File: src/rtl/sawarq_pkg.sv
// ----------------------------------------------------------------------------
// sawarq_pkg
// Shared types and codes for the stop-and-wait ARQ header engine: request
// and response words, kept link state, status, command and header type codes.
// ----------------------------------------------------------------------------
`default_nettype none

package sawarq_pkg;

   // header length in bytes
   localparam logic [5:0] HDR_BYTES = 6'd20;

   // reset value of the receive store limit register
   localparam logic [15:0] PIPE_LIMIT_RESET = 16'd10000;

   // command codes
   localparam logic CMD_RECV = 1'b0;
   localparam logic CMD_XMIT = 1'b1;

   // special header words
   localparam logic signed [31:0] TYPE_SHUTDOWN = -32'sd2;
   localparam logic signed [31:0] TYPE_CLOSE    = -32'sd3;
   localparam logic signed [31:0] NO_DATA       = -32'sd1;

   // status codes
   localparam logic [2:0] STATUS_NONE      = 3'd0;
   localparam logic [2:0] STATUS_ACCEPTED  = 3'd1;
   localparam logic [2:0] STATUS_MALFORMED = 3'd2;
   localparam logic [2:0] STATUS_SHUTDOWN  = 3'd3;
   localparam logic [2:0] STATUS_CLOSE     = 3'd4;

   typedef struct packed {
      logic               cmd;
      logic [15:0]        dgram_len;
      logic signed [31:0] type_word;
      logic signed [31:0] ack_number;
      logic signed [31:0] ack_size;
      logic signed [31:0] data_number;
      logic signed [31:0] data_size;
      logic [15:0]        pipe_fill;
      logic [15:0]        pending_bytes;
   } req_word_type;

   typedef struct packed {
      logic [2:0]         status;
      logic [30:0]        release_bytes;
      logic [30:0]        deliver_bytes;
      logic signed [31:0] hdr_type;
      logic signed [31:0] hdr_ack_number;
      logic signed [31:0] hdr_ack_size;
      logic signed [31:0] hdr_data_number;
      logic signed [31:0] hdr_data_size;
      logic [15:0]        payload_bytes;
   } rsp_word_type;

   typedef struct packed {
      logic [31:0] send_seq;
      logic [31:0] recv_seq;
      logic [31:0] last_recv_size;
      logic        peer_closed;
   } link_state_type;

endpackage

`default_nettype wire

File: src/rtl/sawarq_chan_if.sv
// ----------------------------------------------------------------------------
// sawarq_chan_if
// Valid/ready channel carrying one word of a given payload type.
// ----------------------------------------------------------------------------
`default_nettype none

interface sawarq_chan_if #(
   parameter type payload_type = logic
) ();

   logic        valid;
   logic        ready;
   payload_type data;

   modport source (output valid, output data, input ready);
   modport sink   (input valid, input data, output ready);

endinterface

`default_nettype wire

File: src/rtl/sawarq_step.sv
// ----------------------------------------------------------------------------
// sawarq_step
// Combinational header step: decodes one request word against the kept link
// state and gives the response word and the next link state.
// ----------------------------------------------------------------------------
`default_nettype none

module sawarq_step #(
   parameter int TMP_BUF_BYTES = 2048
) (
   input  sawarq_pkg::req_word_type   req_word,
   input  sawarq_pkg::link_state_type state,
   input  logic [15:0]                pipe_limit,
   output sawarq_pkg::rsp_word_type   rsp_word,
   output sawarq_pkg::link_state_type state_in
);

   localparam logic [16:0] LenCap     = 17'(TMP_BUF_BYTES);
   localparam logic [15:0] PayloadCap = 16'(TMP_BUF_BYTES - 21);

   logic [16:0] len_capped;
   logic        len_short;
   logic        ack_match;
   logic        ack_positive;
   logic        data_negative;
   logic        data_none;
   logic        data_in_order;
   logic [31:0] data_end;
   logic        data_overrun;
   logic        store_full;
   logic [15:0] xmit_len;

   // cap the length at the receive buffer size and check the header fits
   assign len_capped = ({1'b0, req_word.dgram_len} > LenCap) ? LenCap
                                                            : {1'b0, req_word.dgram_len};
   assign len_short  = len_capped < {11'd0, sawarq_pkg::HDR_BYTES};

   // ack and data qualifiers
   assign ack_match     = req_word.ack_number == state.send_seq;
   assign ack_positive  = !req_word.ack_size[31] && (req_word.ack_size != '0);
   assign data_negative = req_word.data_number[31] || req_word.data_size[31];
   assign data_none     = (req_word.data_number == sawarq_pkg::NO_DATA) &&
                          (req_word.data_size == sawarq_pkg::NO_DATA);
   assign data_in_order = (req_word.data_number == state.recv_seq) &&
                          (req_word.data_size != '0);
   assign data_end      = {1'b0, req_word.data_size[30:0]} +
                          {26'd0, sawarq_pkg::HDR_BYTES};
   assign data_overrun  = {15'd0, len_capped} < data_end;
   assign store_full    = req_word.pipe_fill >= pipe_limit;

   // payload length for transmit, capped to the staging buffer
   assign xmit_len = (req_word.pending_bytes < PayloadCap) ? req_word.pending_bytes
                                                           : PayloadCap;

   always_comb begin
      rsp_word = '0;
      state_in = state;
      if (req_word.cmd == sawarq_pkg::CMD_XMIT) begin
         // build the transmit header from the kept sequence numbers
         rsp_word.hdr_type       = req_word.type_word;
         rsp_word.hdr_ack_number = state.recv_seq - 32'd1;
         rsp_word.hdr_ack_size   = state.last_recv_size;
         if (req_word.pending_bytes != '0) begin
            rsp_word.hdr_data_number = state.send_seq;
            rsp_word.hdr_data_size   = {16'd0, xmit_len};
            rsp_word.payload_bytes   = xmit_len;
         end else begin
            rsp_word.hdr_data_number = sawarq_pkg::NO_DATA;
            rsp_word.hdr_data_size   = sawarq_pkg::NO_DATA;
         end
      end else if (len_short) begin
         rsp_word.status = sawarq_pkg::STATUS_MALFORMED;
      end else if (req_word.type_word == sawarq_pkg::TYPE_SHUTDOWN) begin
         rsp_word.status = sawarq_pkg::STATUS_SHUTDOWN;
      end else if (req_word.type_word == sawarq_pkg::TYPE_CLOSE) begin
         rsp_word.status      = sawarq_pkg::STATUS_CLOSE;
         state_in.peer_closed = 1'b1;
      end else begin
         // release acknowledged send bytes
         if (ack_match) begin
            rsp_word.release_bytes = ack_positive ? req_word.ack_size[30:0] : '0;
            state_in.send_seq      = state.send_seq + 32'd1;
         end
         // take in-order data
         if (data_negative) begin
            rsp_word.status = data_none ? sawarq_pkg::STATUS_NONE
                                        : sawarq_pkg::STATUS_MALFORMED;
         end else if (data_in_order) begin
            if (data_overrun) begin
               rsp_word.status = sawarq_pkg::STATUS_MALFORMED;
            end else if (store_full) begin
               rsp_word.status = sawarq_pkg::STATUS_NONE;
            end else begin
               rsp_word.status         = sawarq_pkg::STATUS_ACCEPTED;
               rsp_word.deliver_bytes  = req_word.data_size[30:0];
               state_in.recv_seq       = state.recv_seq + 32'd1;
               state_in.last_recv_size = req_word.data_size;
            end
         end else begin
            rsp_word.status = sawarq_pkg::STATUS_NONE;
         end
      end
   end

endmodule

`default_nettype wire

File: src/rtl/stop_and_wait_arq_endpoint_core.sv
// ----------------------------------------------------------------------------
// stop_and_wait_arq_endpoint_core
// Header engine for a stop-and-wait ARQ link: checks received headers,
// releases acknowledged bytes, accepts in-order data and builds transmit
// headers.
//
//   Port     Dir   Kind          Word
//   req_if   in    valid/ready   sawarq_pkg::req_word_type
//   rsp_if   out   valid/ready   sawarq_pkg::rsp_word_type
//   csr_*    in    write only    pipe_limit, 16 bits
//
// One word per cycle while rsp_if is not stalled. A word is evaluated against
// the link state while it sits in the input register, and its response is
// loaded into the output register as the word moves on; from there it is
// offered on rsp_if. Link state updates as a word moves into the output
// register, so the next word sees it. Reset clears link state and sets
// pipe_limit to 10000. A stalled response holds both registers; the input
// takes a word whenever the input register is empty or moving on.
// ----------------------------------------------------------------------------
`default_nettype none

module stop_and_wait_arq_endpoint_core #(
   parameter int TMP_BUF_BYTES = 2048
) (
   input  logic               clock,
   input  logic               reset,
   sawarq_chan_if.sink        req_if,
   sawarq_chan_if.source      rsp_if,
   input  logic               csr_wr_en,
   input  logic [15:0]        csr_wr_data
);

   logic                       in_valid_ff;
   logic                       in_valid_in;
   sawarq_pkg::req_word_type   in_word_ff;
   logic                       out_valid_ff;
   logic                       out_valid_in;
   sawarq_pkg::rsp_word_type   out_word_ff;
   sawarq_pkg::link_state_type state_ff;
   sawarq_pkg::link_state_type state_in;
   logic [15:0]                pipe_limit_ff;
   logic [15:0]                pipe_limit_in;
   sawarq_pkg::rsp_word_type   step_rsp;
   logic                       advance;
   logic                       take;

   // move a word on when the output register is free or being drained
   assign advance = in_valid_ff && (!out_valid_ff || rsp_if.ready);
   assign take    = req_if.valid && req_if.ready;

   assign req_if.ready = !in_valid_ff || advance;
   assign rsp_if.valid = out_valid_ff;
   assign rsp_if.data  = out_word_ff;

   assign in_valid_in   = take || (in_valid_ff && !advance);
   assign out_valid_in  = advance || (out_valid_ff && !rsp_if.ready);
   assign pipe_limit_in = csr_wr_en ? csr_wr_data : pipe_limit_ff;

   sawarq_step #(
      .TMP_BUF_BYTES (TMP_BUF_BYTES)
   ) u_step (
      .req_word   (in_word_ff),
      .state      (state_ff),
      .pipe_limit (pipe_limit_ff),
      .rsp_word   (step_rsp),
      .state_in   (state_in)
   );

   // control and link state
   always_ff @(posedge clock) begin
      if (reset) begin
         in_valid_ff   <= 1'b0;
         out_valid_ff  <= 1'b0;
         state_ff      <= '0;
         pipe_limit_ff <= sawarq_pkg::PIPE_LIMIT_RESET;
      end else begin
         in_valid_ff   <= in_valid_in;
         out_valid_ff  <= out_valid_in;
         pipe_limit_ff <= pipe_limit_in;
         if (advance) begin
            state_ff <= state_in;
         end
      end
   end

   // payload registers
   always_ff @(posedge clock) begin
      if (take) begin
         in_word_ff <= req_if.data;
      end
      if (advance) begin
         out_word_ff <= step_rsp;
      end
   end

   // a close header marks the peer closed
   assert property (@(posedge clock) disable iff (reset)
      advance && (step_rsp.status == sawarq_pkg::STATUS_CLOSE) |=> state_ff.peer_closed)
      else $error("close header did not mark peer closed");

   // link state holds while no word moves on
   assert property (@(posedge clock) disable iff (reset)
      !advance |=> $stable(state_ff))
      else $error("link state changed without a word");

   // a transmit payload always matches the header data size
   assert property (@(posedge clock) disable iff (reset)
      out_valid_ff && (out_word_ff.payload_bytes != '0) |->
         (out_word_ff.hdr_data_size == {16'd0, out_word_ff.payload_bytes}))
      else $error("payload size disagrees with header");

endmodule

`default_nettype wire

File: src/flat_wrapper.sv
// flat-port wrapper written by rule: the top's interface ports become plain ports
module stop_and_wait_arq_endpoint_core_flat 
#(
   parameter int TMP_BUF_BYTES = 2048
)
  (clock, reset, csr_wr_en, csr_wr_data, req_if_valid, req_if_data, req_if_ready, rsp_if_valid, rsp_if_data, rsp_if_ready);
  sawarq_chan_if #(.payload_type(sawarq_pkg::req_word_type)) req_if_i ();
  sawarq_chan_if #(.payload_type(sawarq_pkg::rsp_word_type)) rsp_if_i ();
  input  logic clock;
  input  logic reset;
  input  logic csr_wr_en;
  input  logic [15:0] csr_wr_data;
  input wire logic [$bits(req_if_i.valid)-1:0] req_if_valid;
  input wire logic [$bits(req_if_i.data)-1:0] req_if_data;
  output wire logic [$bits(req_if_i.ready)-1:0] req_if_ready;
  output wire logic [$bits(rsp_if_i.valid)-1:0] rsp_if_valid;
  output wire logic [$bits(rsp_if_i.data)-1:0] rsp_if_data;
  input wire logic [$bits(rsp_if_i.ready)-1:0] rsp_if_ready;
  assign req_if_i.valid = req_if_valid;
  assign req_if_i.data = req_if_data;
  assign req_if_ready = req_if_i.ready;
  assign rsp_if_valid = rsp_if_i.valid;
  assign rsp_if_data = rsp_if_i.data;
  assign rsp_if_i.ready = rsp_if_ready;
  stop_and_wait_arq_endpoint_core #(.TMP_BUF_BYTES(TMP_BUF_BYTES)) u_core (.clock(clock), .reset(reset), .req_if(req_if_i), .rsp_if(rsp_if_i), .csr_wr_en(csr_wr_en), .csr_wr_data(csr_wr_data));
endmodule
File: config.mk
export PLATFORM = sky130hd
export DESIGN_NAME = stop_and_wait_arq_endpoint_core_flat
export DESIGN_NICKNAME = d
export VERILOG_FILES = /design/src/rtl/sawarq_pkg.sv /design/src/rtl/sawarq_chan_if.sv /design/src/rtl/sawarq_step.sv /design/src/rtl/stop_and_wait_arq_endpoint_core.sv /design/src/flat_wrapper.sv
export SDC_FILE = /design/constraint.sdc
export NUM_CORES = 1
export LEC_CHECK = 0
export BUFFER_PORTS_ARGS = -buffer_cell sky130_fd_sc_hd__buf_2
export CAP_MARGIN = 20
export CORE_MARGIN = 2
export CORE_UTILIZATION = 25
export DETAILED_ROUTE_END_ITERATION = 10
export PLACE_DENSITY = 0.51
export SLEW_MARGIN = 20
export SYNTH_ARGS = -nofsm -noshare
export SYNTH_HDL_FRONTEND = slang
export SYNTH_HIERARCHICAL = 1
export SYNTH_SLANG_ARGS = --single-unit
File: constraint.sdc
create_clock -name clock -period 12.2 [get_ports clock]
set_input_delay 1.22 -clock clock [delete_from_list [all_inputs] [get_ports clock]]
set_output_delay 1.22 -clock clock [all_outputs]
set_load 0.1 [all_outputs]
# Word-level counts from Yosys, hierarchy flattened
# Cells that the tools add are included.
[word_totals]
word_cells = 89
output_inout_bits = 243
input_bits = 230
register_bits = 564
[classes]
magnitude_cmp = 5
n_eq_ne = 6
reduce_logical = 27
n_addsub = 4
n_bitwise = 10
muxes = 11
[op_table]
columns = ["operator", "n"]
rows = [
  ["adder 32 x 1 -> 32 bit (second input constant)", 2],
  ["== test 32 x 1 -> 1 bit (second input constant)", 2],
  ["== test 32 bit", 2],
  ["2-to-1 mux 64 bit", 1],
  ["nonzero test 32 bit", 2],
  ["adder 31 x 5 -> 32 bit (second input constant)", 1],
  ["== test 32 x 2 -> 1 bit (second input constant)", 1],
  ["== test 32 x 3 -> 1 bit (second input constant)", 1],
  ["less-than comparator 16 x 32 -> 1 bit", 1],
  ["2-to-1 mux 16 bit", 2],
  ["subtractor 32 x 1 -> 32 bit (second input constant)", 1],
  [">= comparator 16 bit", 1],
  ["greater-than comparator 16 x 12 -> 1 bit (second input constant)", 1],
  ["less-than comparator 16 x 11 -> 1 bit (second input constant)", 1],
  ["less-than comparator 16 x 5 -> 1 bit (second input constant)", 1],
  ["nonzero test 16 bit", 1],
  ["2-to-1 mux 2 bit", 5],
  ["inverter 1 bit", 10],
  ["AND reduction 9 bit", 1],
  ["OR reduction 8 bit", 1],
  ["logical AND 1 bit", 7],
  ["2-to-1 mux 3 bit", 2],
  ["AND reduction 6 bit", 1],
  ["OR reduction 6 bit", 1],
  ["other kinds (6)", 14],
]

# Longest topological paths before layout
# Gate-level depths: netlist (run 1).
[depth]
depth_word = 9
mapped_depth = 19

# By module
# The synthesis (run 1) kept the hierarchy.
[modules_own_cells]
columns = ["mod", "instances", "area_each_um2", "cells_per_inst"]
rows = [
  ["stop_and_wait_arq_endpoint_core", 1, 18477.7, 932],
  ["sawarq_step", 1, 6462.4, 1030],
]

# Worst setup path before layout (run 1)
# No wires, ideal clock.
[synth_timing]
path_kind = "input to register"
startpoint = "input rsp_if_ready"
endpoint = "register u_core/in_word_ff[0] (netlist name), enable pin"
path_stages = 2
arrival_ns = 11.321
path_slack_ns = 0.031
setup_time_ns = 0.847
cell_sequence = "nor2b_4 > a21oi_1"
[synth_between]
elab_chain_len = 4
[synth_lines]
columns = ["element", "line", "source"]
rows = [
  ["start: declaration", "flat_wrapper.sv:18", "input wire logic [$bits(rsp_if_i.ready)-1:0] rsp_if_ready;"],
  ["logical OR 1 bit", "stop_and_wait_arq_endpoint_core.sv:48", "assign advance = in_valid_ff && (!out_valid_ff || rsp_if.ready);"],
  ["logical AND 1 bit", "stop_and_wait_arq_endpoint_core.sv:48", ""],
  ["logical OR 1 bit", "stop_and_wait_arq_endpoint_core.sv:51", "assign req_if.ready = !in_valid_ff || advance;"],
  ["logical AND 1 bit", "stop_and_wait_arq_endpoint_core.sv:49", "assign take = req_if.valid && req_if.ready;"],
  ["via u_core.take", "stop_and_wait_arq_endpoint_core.sv:45", "logic take;"],
  ["end signal: assignment", "stop_and_wait_arq_endpoint_core.sv:89", "in_word_ff <= req_if.data;"],
  ["end: declaration", "stop_and_wait_arq_endpoint_core.sv:35", "sawarq_pkg::req_word_type in_word_ff;"],
]
# The timed path passes the listed nets, and every way through them passes these cells.
# A chain may end at the register's enable or synchronous reset.

# Final worst setup path (run 1)
[layout_timing]
startpoint = "register u_core/in_word_ff[206] (netlist name)"
endpoint = "register u_core/state_ff[54] (netlist name)"
[layout_between]
elab_chain_len = 5
word_cells_on_any_way = 7
classes_between = "order compare: 3; mux: 1; bitwise: 2; reduce/logical: 1"
[layout_lines]
columns = ["element", "line", "source"]
rows = [
  ["greater-than comparator 16 x 12 -> 1 bit", "sawarq_step.sv:34", "assign len_capped = ({1'b0, req_word.dgram_len} > LenCap) ? LenCap"],
  ["2-to-1 mux 16 bit (*)", "sawarq_step.sv:34", ""],
  ["less-than comparator 16 x 32 -> 1 bit / less-than comparator 16 x 5 -> 1 bit (equally long branches)", "sawarq_step.sv:48, sawarq_step.sv:36", ""],
  ["inverter 1 bit (no source line)", "n/a", ""],
  ["AND reduction 9 bit (no source line) (*)", "n/a", ""],
  ["end signal: assignment", "stop_and_wait_arq_endpoint_core.sv:81", "state_ff <= state_in;"],
  ["end: declaration", "stop_and_wait_arq_endpoint_core.sv:39", "sawarq_pkg::link_state_type state_ff;"],
]
# Every way passes the cells marked *; elsewhere a longest branch is shown, timed or not.

==> reports/metrics.yaml, run 1 <==
ant_nets: 0
clockRootBuffer: "clkbuf_16"
finalNonFillerCells: 3750
p_switching_mw: 1.310
min-delay-path-class: "reg -> reg"
grt_max_degree: 110
drive_above_1_share_pct: 26.27
clock_skew_ns: 0.02110
stdcell_area_um2: 30760
initialDrtViolationCount: 827
ctsHoldBuffers: 0
htree_levels: 3
numClockSinks: 564
cts-resized-gates: 0
setup_viol: 0
synthesis.area_um2: 24890
die_w_um: 319.5
crit_chain: "or4_1, or4_4, o31ai_4, and2_1, ha_1, nand4_1, nor4_1, a21o_1, a311oi_1, nor4_2, and3_2, buf_4, nand4_1, xnor2_1, nand2b_1, mux2i_1"
numCtsBuffers: 70
track_usage_pct: 13.65
fin_util_pct: 31.21
dpl.hpwl_um: 50860
fmax_mhz: 204.3
wirelength_um: 71050
place.gp.congestion: 0.7996
cp.arrival_ns: 5.36
synthCells: 1957
setup-tns-final_ns: 0
required_ns: 12.67
swShare_pct: 26.72
finalCriticalPeriod_ns: 4.894
drt-vias-per-instance: 4.257
dp_cells: 3613
ys.warnings.count: 6
vdd_ir_drop_max_mv: 0.1241
dieArea_um2: 102100
finalMaxSlewViolations: 0
clockBufferDepth: 3
crit_fanout: 64
rows: 115
worstMarginPinSlew_ns: 1.039
finalPower_mw: 4.904
overflow: 0
coreArea_um2: 98560
grt_pass1_vias: 15850
area_growth_pct: 23.57
io_buffers: 472
layout_commonest_cell: "buf_2"
rsz0062_at_grt: "no"
status: "finished, final reports clean"
path_class: "reg -> reg"
leakage_nw: 11.45
cts_setup_buffers: 0
layout_common_cells: "buf_2, edfxtp_1, nand2b_1, nor2_1, and2_1"
crit_path_max_incr_delay_ns: 0.62
route.detailed.drc: 0
cts.reportedPaths.clkPinSlew_ns: 0.06
nNetsFinal: 2664
cpMaxStageDelayCell: "buf_4"
hold_viol_final: 0
pwr-share-seq_pct: 45.2
place_area_um2: 28340
clock_latency_ns: 0.63
drtPass1Iterations: 6
clkPwrFrac_pct: 44.5
wl_per_cell_um: 18.95
num_io_pins: 473
period_share_pct: 40.12
crit_top_cell: "nand4_1"
vias: 15960
endpoint_kind: "flop"
antenna_found_initial: 17
combPwrFrac_pct: 10.3
die_y_um: 319.5
start_util_pct: 25.25
cts_tree: "done"
postSynthAreaPerCell_um2: 12.72
grt_pass1_wl_um: 104200
startpoint_type: "flop"
drv_cap: 0
internal_power_mw: 3.594
max_slew_margin_pct: 30.70
power.density_nw_per_um2: 159.4
final cells by class:
type,count,area [µm²]
Multi-Input combinational cell,1236,8295
Fill cell,9994,67810
Antenna cell,8,20.02
Inverter,35,131.4
Clock inverter,47,559.3
Timing Repair Buffer,491,2507
Clock buffer,82,1839
Tap cell,1287,1610
Sequential cell,564,15800
routing by layer:
layer,global-route usage [%],vias to the layer above,wire length [µm]
met2,22.23,462,33690
li1,-,7760,-
met1,16.98,7613,30470
met3,3.939,114,4724
met4,5.472,14,2088
met5,0,-,75
registers in the layout, summed over array words and instances, names as in the netlist:
| register | flops |
|---|---|
| u_core/in_valid_ff | 1 |
| u_core/rsp_if.data | 241 |
| u_core/pipe_limit_ff | 16 |
| u_core/rsp_if.valid | 1 |
| u_core/in_word_ff | 209 |
| u_core/state_ff | 96 |
metrics by stage:
step	setup WS, ns	hold WS (ns)
after floorplan	0.03112	0.4475
after global placement	7.280	0.4655
after CTS	7.321	0.4852
after global routing	6.987	0.4927
final	7.306	0.4812
after detailed placement	7.336	0.4763
worst paths after layout:
| kind | start | end | slack, ns | depth (start not counted) |
|---|---|---|---|---|
| setup reg to reg | u_core/in_word_ff[206]$_DFFE_PP_ | u_core/state_ff[54]$_SDFFE_PP0P_ | 7.31 | 16 |
| setup / recovery | u_core/in_word_ff[206]$_DFFE_PP_ | u_core/state_ff[54]$_SDFFE_PP0P_ | 7.31 | 16 |
| hold reg to reg | u_core/state_ff[24]$_SDFFE_PP0P_ | u_core/state_ff[24]$_SDFFE_PP0P_ | 0.48 | 2 |
| hold / removal | u_core/state_ff[24]$_SDFFE_PP0P_ | u_core/state_ff[24]$_SDFFE_PP0P_ | 0.48 | 2 |
critical path: cells and delay by family (launching register included):
kind,cells,cell delay [ns]
simple gates,9,2.74
buf+inv,1,0.62
compound gates,3,0.52
flops,1,0.38
xor+xnor,1,0.17
fa+ha+maj,1,0.14
mux,1,0.06
power by group through the flow:
stage | Combinational [mW] | Clock [mW] | Sequential [mW]
3_3_place_gp | 0.511 | 0 | 2.26
5_1_grt | 0.531 | 2.33 | 2.22
2_1_floorplan | 0.124 | 0 | 2.52
4_1_cts | 0.512 | 2.25 | 2.22
6_report | 0.505 | 2.18 | 2.21
3_5_place_dp | 0.511 | 0 | 2.26
Power figures use the tool's default switching activity.
==> run 2, diff against run 1 <==
- ABC_AREA: not set -> 1
- PLACE_DENSITY: 0.51 -> 0.49
- clock period: 12.2 -> 4.64 ns (I/O delays scaled with it)
==> run 2 against run 1 <==
Effect of this change: clock-buffer cell count grew 1; non-clock buffer count rose by 204; sequential share of layout area down 5.3 points; register-to-register slack worse by 6.8 ns; final area is 12% higher; power increased to 2.8 times the previous value; critical path type unchanged; largest cell class unchanged.
==> reports/metrics.yaml, run 2 <==
combPwrFrac_pct: 13.8  # +3.5 points
period_share_pct: 89.02  # +49 points
crit_path_max_incr_delay_ns: 0.56  # -0.06 ns
finalCriticalPeriod_ns: 4.131  # -0.7636 ns
path_class: "reg -> reg"
worst_hold_slack_ns: 0.05261  # -0.4285 ns
layout_common_cells: "nand2_1, buf_2, edfxtp_1, inv_1, nor2_1"
die_w_um: 328.3  # +2.8%
route.detailed.drc: 0  # unchanged
clkPwrFrac_pct: 41.8  # -2.7 points
ys.warnings.count: 6  # unchanged
cts.reportedPaths.clkPinSlew_ns: 0.06  # about the same
ant_nets: 0  # unchanged
max_slew_margin_pct: 36.82  # +6.1 points
drt-vias-per-instance: 4.292  # +0.84%
min-delay-path-class: "in -> reg"
status: "finished, final reports clean"
hold_viol_final: 0  # unchanged
coreArea_um2: 103900  # +5.5%
layout_commonest_cell: "nand2_1"
synthesis.area_um2: 26300  # +5.6%
place.gp.congestion: 0.9087  # +14%
leakage_nw: 14.74  # +29%
internal_power_mw: 9.686  # +170%
crit_chain: "a21oi_1, inv_1, nand2_1, xor2_1, ha_1, a21oi_1, nor2_1, a211oi_1, o221a_2, nand2_1, nand4_4, buf_4, nand2_1, nand2_1, inv_1, nand3_1, nand2_1, nor2_1"
fillCellCount: 10770  # +7.8%
overflow: 0  # unchanged
hold_path.startpoint: "req_if_data[44]"
dieArea_um2: 107800  # +5.6%
start_util_pct: 25.30  # +0.047 points
rr_startpoint: "u_core/in_word_ff[36]$_DFFE_PP_"
drive_above_1_share_pct: 18.25  # -8.0 points
rsz0062_at_grt: "no"
worstMarginPinSlew_ns: 0.9477  # -0.09170 ns
reg2reg_to: "u_core/state_ff[11]$_SDFFE_PP0P_"
swShare_pct: 28.25  # +1.5 points
clockRootBuffer: "clkbuf_16"
fin_util_pct: 33.04  # +1.8 points
crit_top_cell: "nand2_1"
rows: 118  # +2.6%
antenna_found_initial: 11  # -6
regToRegSetupSlack_ns: 0.51  # -6.80 ns
p_switching_mw: 3.813  # +190%
fin_ws_ns: 0.5095  # -6.796 ns
nNetsFinal: 3717  # +40%
vias: 20990  # +32%
grt_max_degree: 156  # +42%
clock_skew_ns: 0.04162  # +0.02052 ns
initialDrtViolationCount: 1249  # +51%
power.density_nw_per_um2: 393.1  # +150%
place_ws_ns: 0.5112  # -6.825 ns
drv_cap: 0  # unchanged
required_ns: 5.20  # -7.47 ns
numClockSinks: 564  # unchanged
grt_pass1_wl_um: 126600  # +21%
hold_depth: 1  # -1
crit_fanout: 33  # -48%
pwr-share-seq_pct: 44.4  # -0.8 points
numCtsBuffers: 70  # unchanged
grt_pass1_vias: 20590  # +30%
cts_setup_buffers: 0  # unchanged
cts_tree: "done"
endpoint_kind: "flop"
htree_levels: 3  # unchanged
die_y_um: 328.3  # +2.8%
drtPass1Iterations: 8  # +2
finalPower_mw: 13.50  # +180%
track_usage_pct: 15.49  # +1.8 points
cpMaxStageDelayCell: "edfxtp_1"
fmax_mhz: 242.1  # +18%
startpoint_type: "flop"
wirelength_um: 85550  # +20%
area_growth_pct: 30.58
finalMaxSlewViolations: 0  # unchanged
clockBufferDepth: 3  # unchanged
postSynthAreaPerCell_um2: 9.389  # -26%
setup_viol: 0  # unchanged
largest_register_ffs: 241  # unchanged
clock_latency_ns: 0.65  # +0.02 ns
synthCells: 2801  # +43%
min_to: "u_core/in_word_ff[44]$_DFFE_PP_"
num_io_pins: 473  # unchanged
io_buffers: 472  # unchanged
vdd_ir_drop_max_mv: 0.3017  # +140%
dpl.hpwl_um: 60510  # +19%
cp.arrival_ns: 4.69  # -0.67 ns
wl_per_cell_um: 17.49  # -7.7%
reg2reg_depth: 18  # +2
[run 2: layer usage]
metal / wire, µm / share of wire (%) / global-route usage (%)
met5: 112 / 0.13 / 0
met4: 1960 / 2.3 / 4.110
met3: 6764 / 7.9 / 4.818
met2: 39990 / 47 / 25.75
met1: 36720 / 43 / 19.42
[run 2: critical path: cells and delay by family (launching register included)]
family | cells | cell delay, ns
AND/OR/NAND/NOR | 9 | 1.25
AO/OA/AOI/OAI | 4 | 1.05
buffers and inverters | 3 | 0.66
flip-flops | 1 | 0.56
adder cells (fa/ha/maj) | 1 | 0.27
XOR/XNOR | 1 | 0.21
[run 2: worst max path at each step]
stage,from,endpoint
global route,u_core/in_word_ff[36]$_DFFE_PP_,u_core/state_ff[18]$_SDFFE_PP0P_
CTS,u_core/in_word_ff[36]$_DFFE_PP_,u_core/state_ff[11]$_SDFFE_PP0P_
global placement,u_core/in_word_ff[36]$_DFFE_PP_,u_core/state_ff[5]$_SDFFE_PP0P_
finish,u_core/in_word_ff[36]$_DFFE_PP_,u_core/state_ff[11]$_SDFFE_PP0P_
floorplan,u_core/in_valid_ff$_SDFF_PP0_,u_core/rsp_if.data[0]$_DFFE_PP_
detailed placement,u_core/in_word_ff[36]$_DFFE_PP_,u_core/state_ff[5]$_SDFFE_PP0P_
[run 2: cell type report]
cell class	instances	area (µm²)	area share [%]
flip-flops and latches	564	15800	46.02
multi-input cells	1683	8190	23.85
repair buffers	695	4612	13.43
clock buffers	83	1852	5.392
well taps	1380	1727	5.028
inverters	437	1649	4.802
clock inverters	44	495.5	1.443
diodes	5	12.51	0.03644
[run 2: through the flow]
| step | setup TNS [ns] | area [µm²] | std cells |
|---|---|---|---|
| final | 0 | 34340 | 4891 |
| after global routing | 0 | 34340 | 4889 |
| after CTS | 0 | 34300 | 4885 |
| after detailed placement | 0 | 29930 | 4556 |
| after global placement | 0 | 29930 | 4556 |
| after floorplan | -98.95 | 26430 | 2823 |
[run 2: power groups by stage]
stage / logic (mW) / registers (mW) / clock network, mW
2_1_floorplan: 0.681 / 6.68 / 0
3_3_place_gp: 1.72 / 6.10 / 0
3_5_place_dp: 1.73 / 6.10 / 0
4_1_cts: 1.87 / 6.00 / 5.85
5_1_grt: 2.02 / 6.02 / 6.03
6_report: 1.86 / 5.99 / 5.65
[run 2: repair_timing]
action                    4_1_cts  5_1_grt
hold buffers                  202        0
hold endpoints to repair      202        0
gates resized for setup         0        0
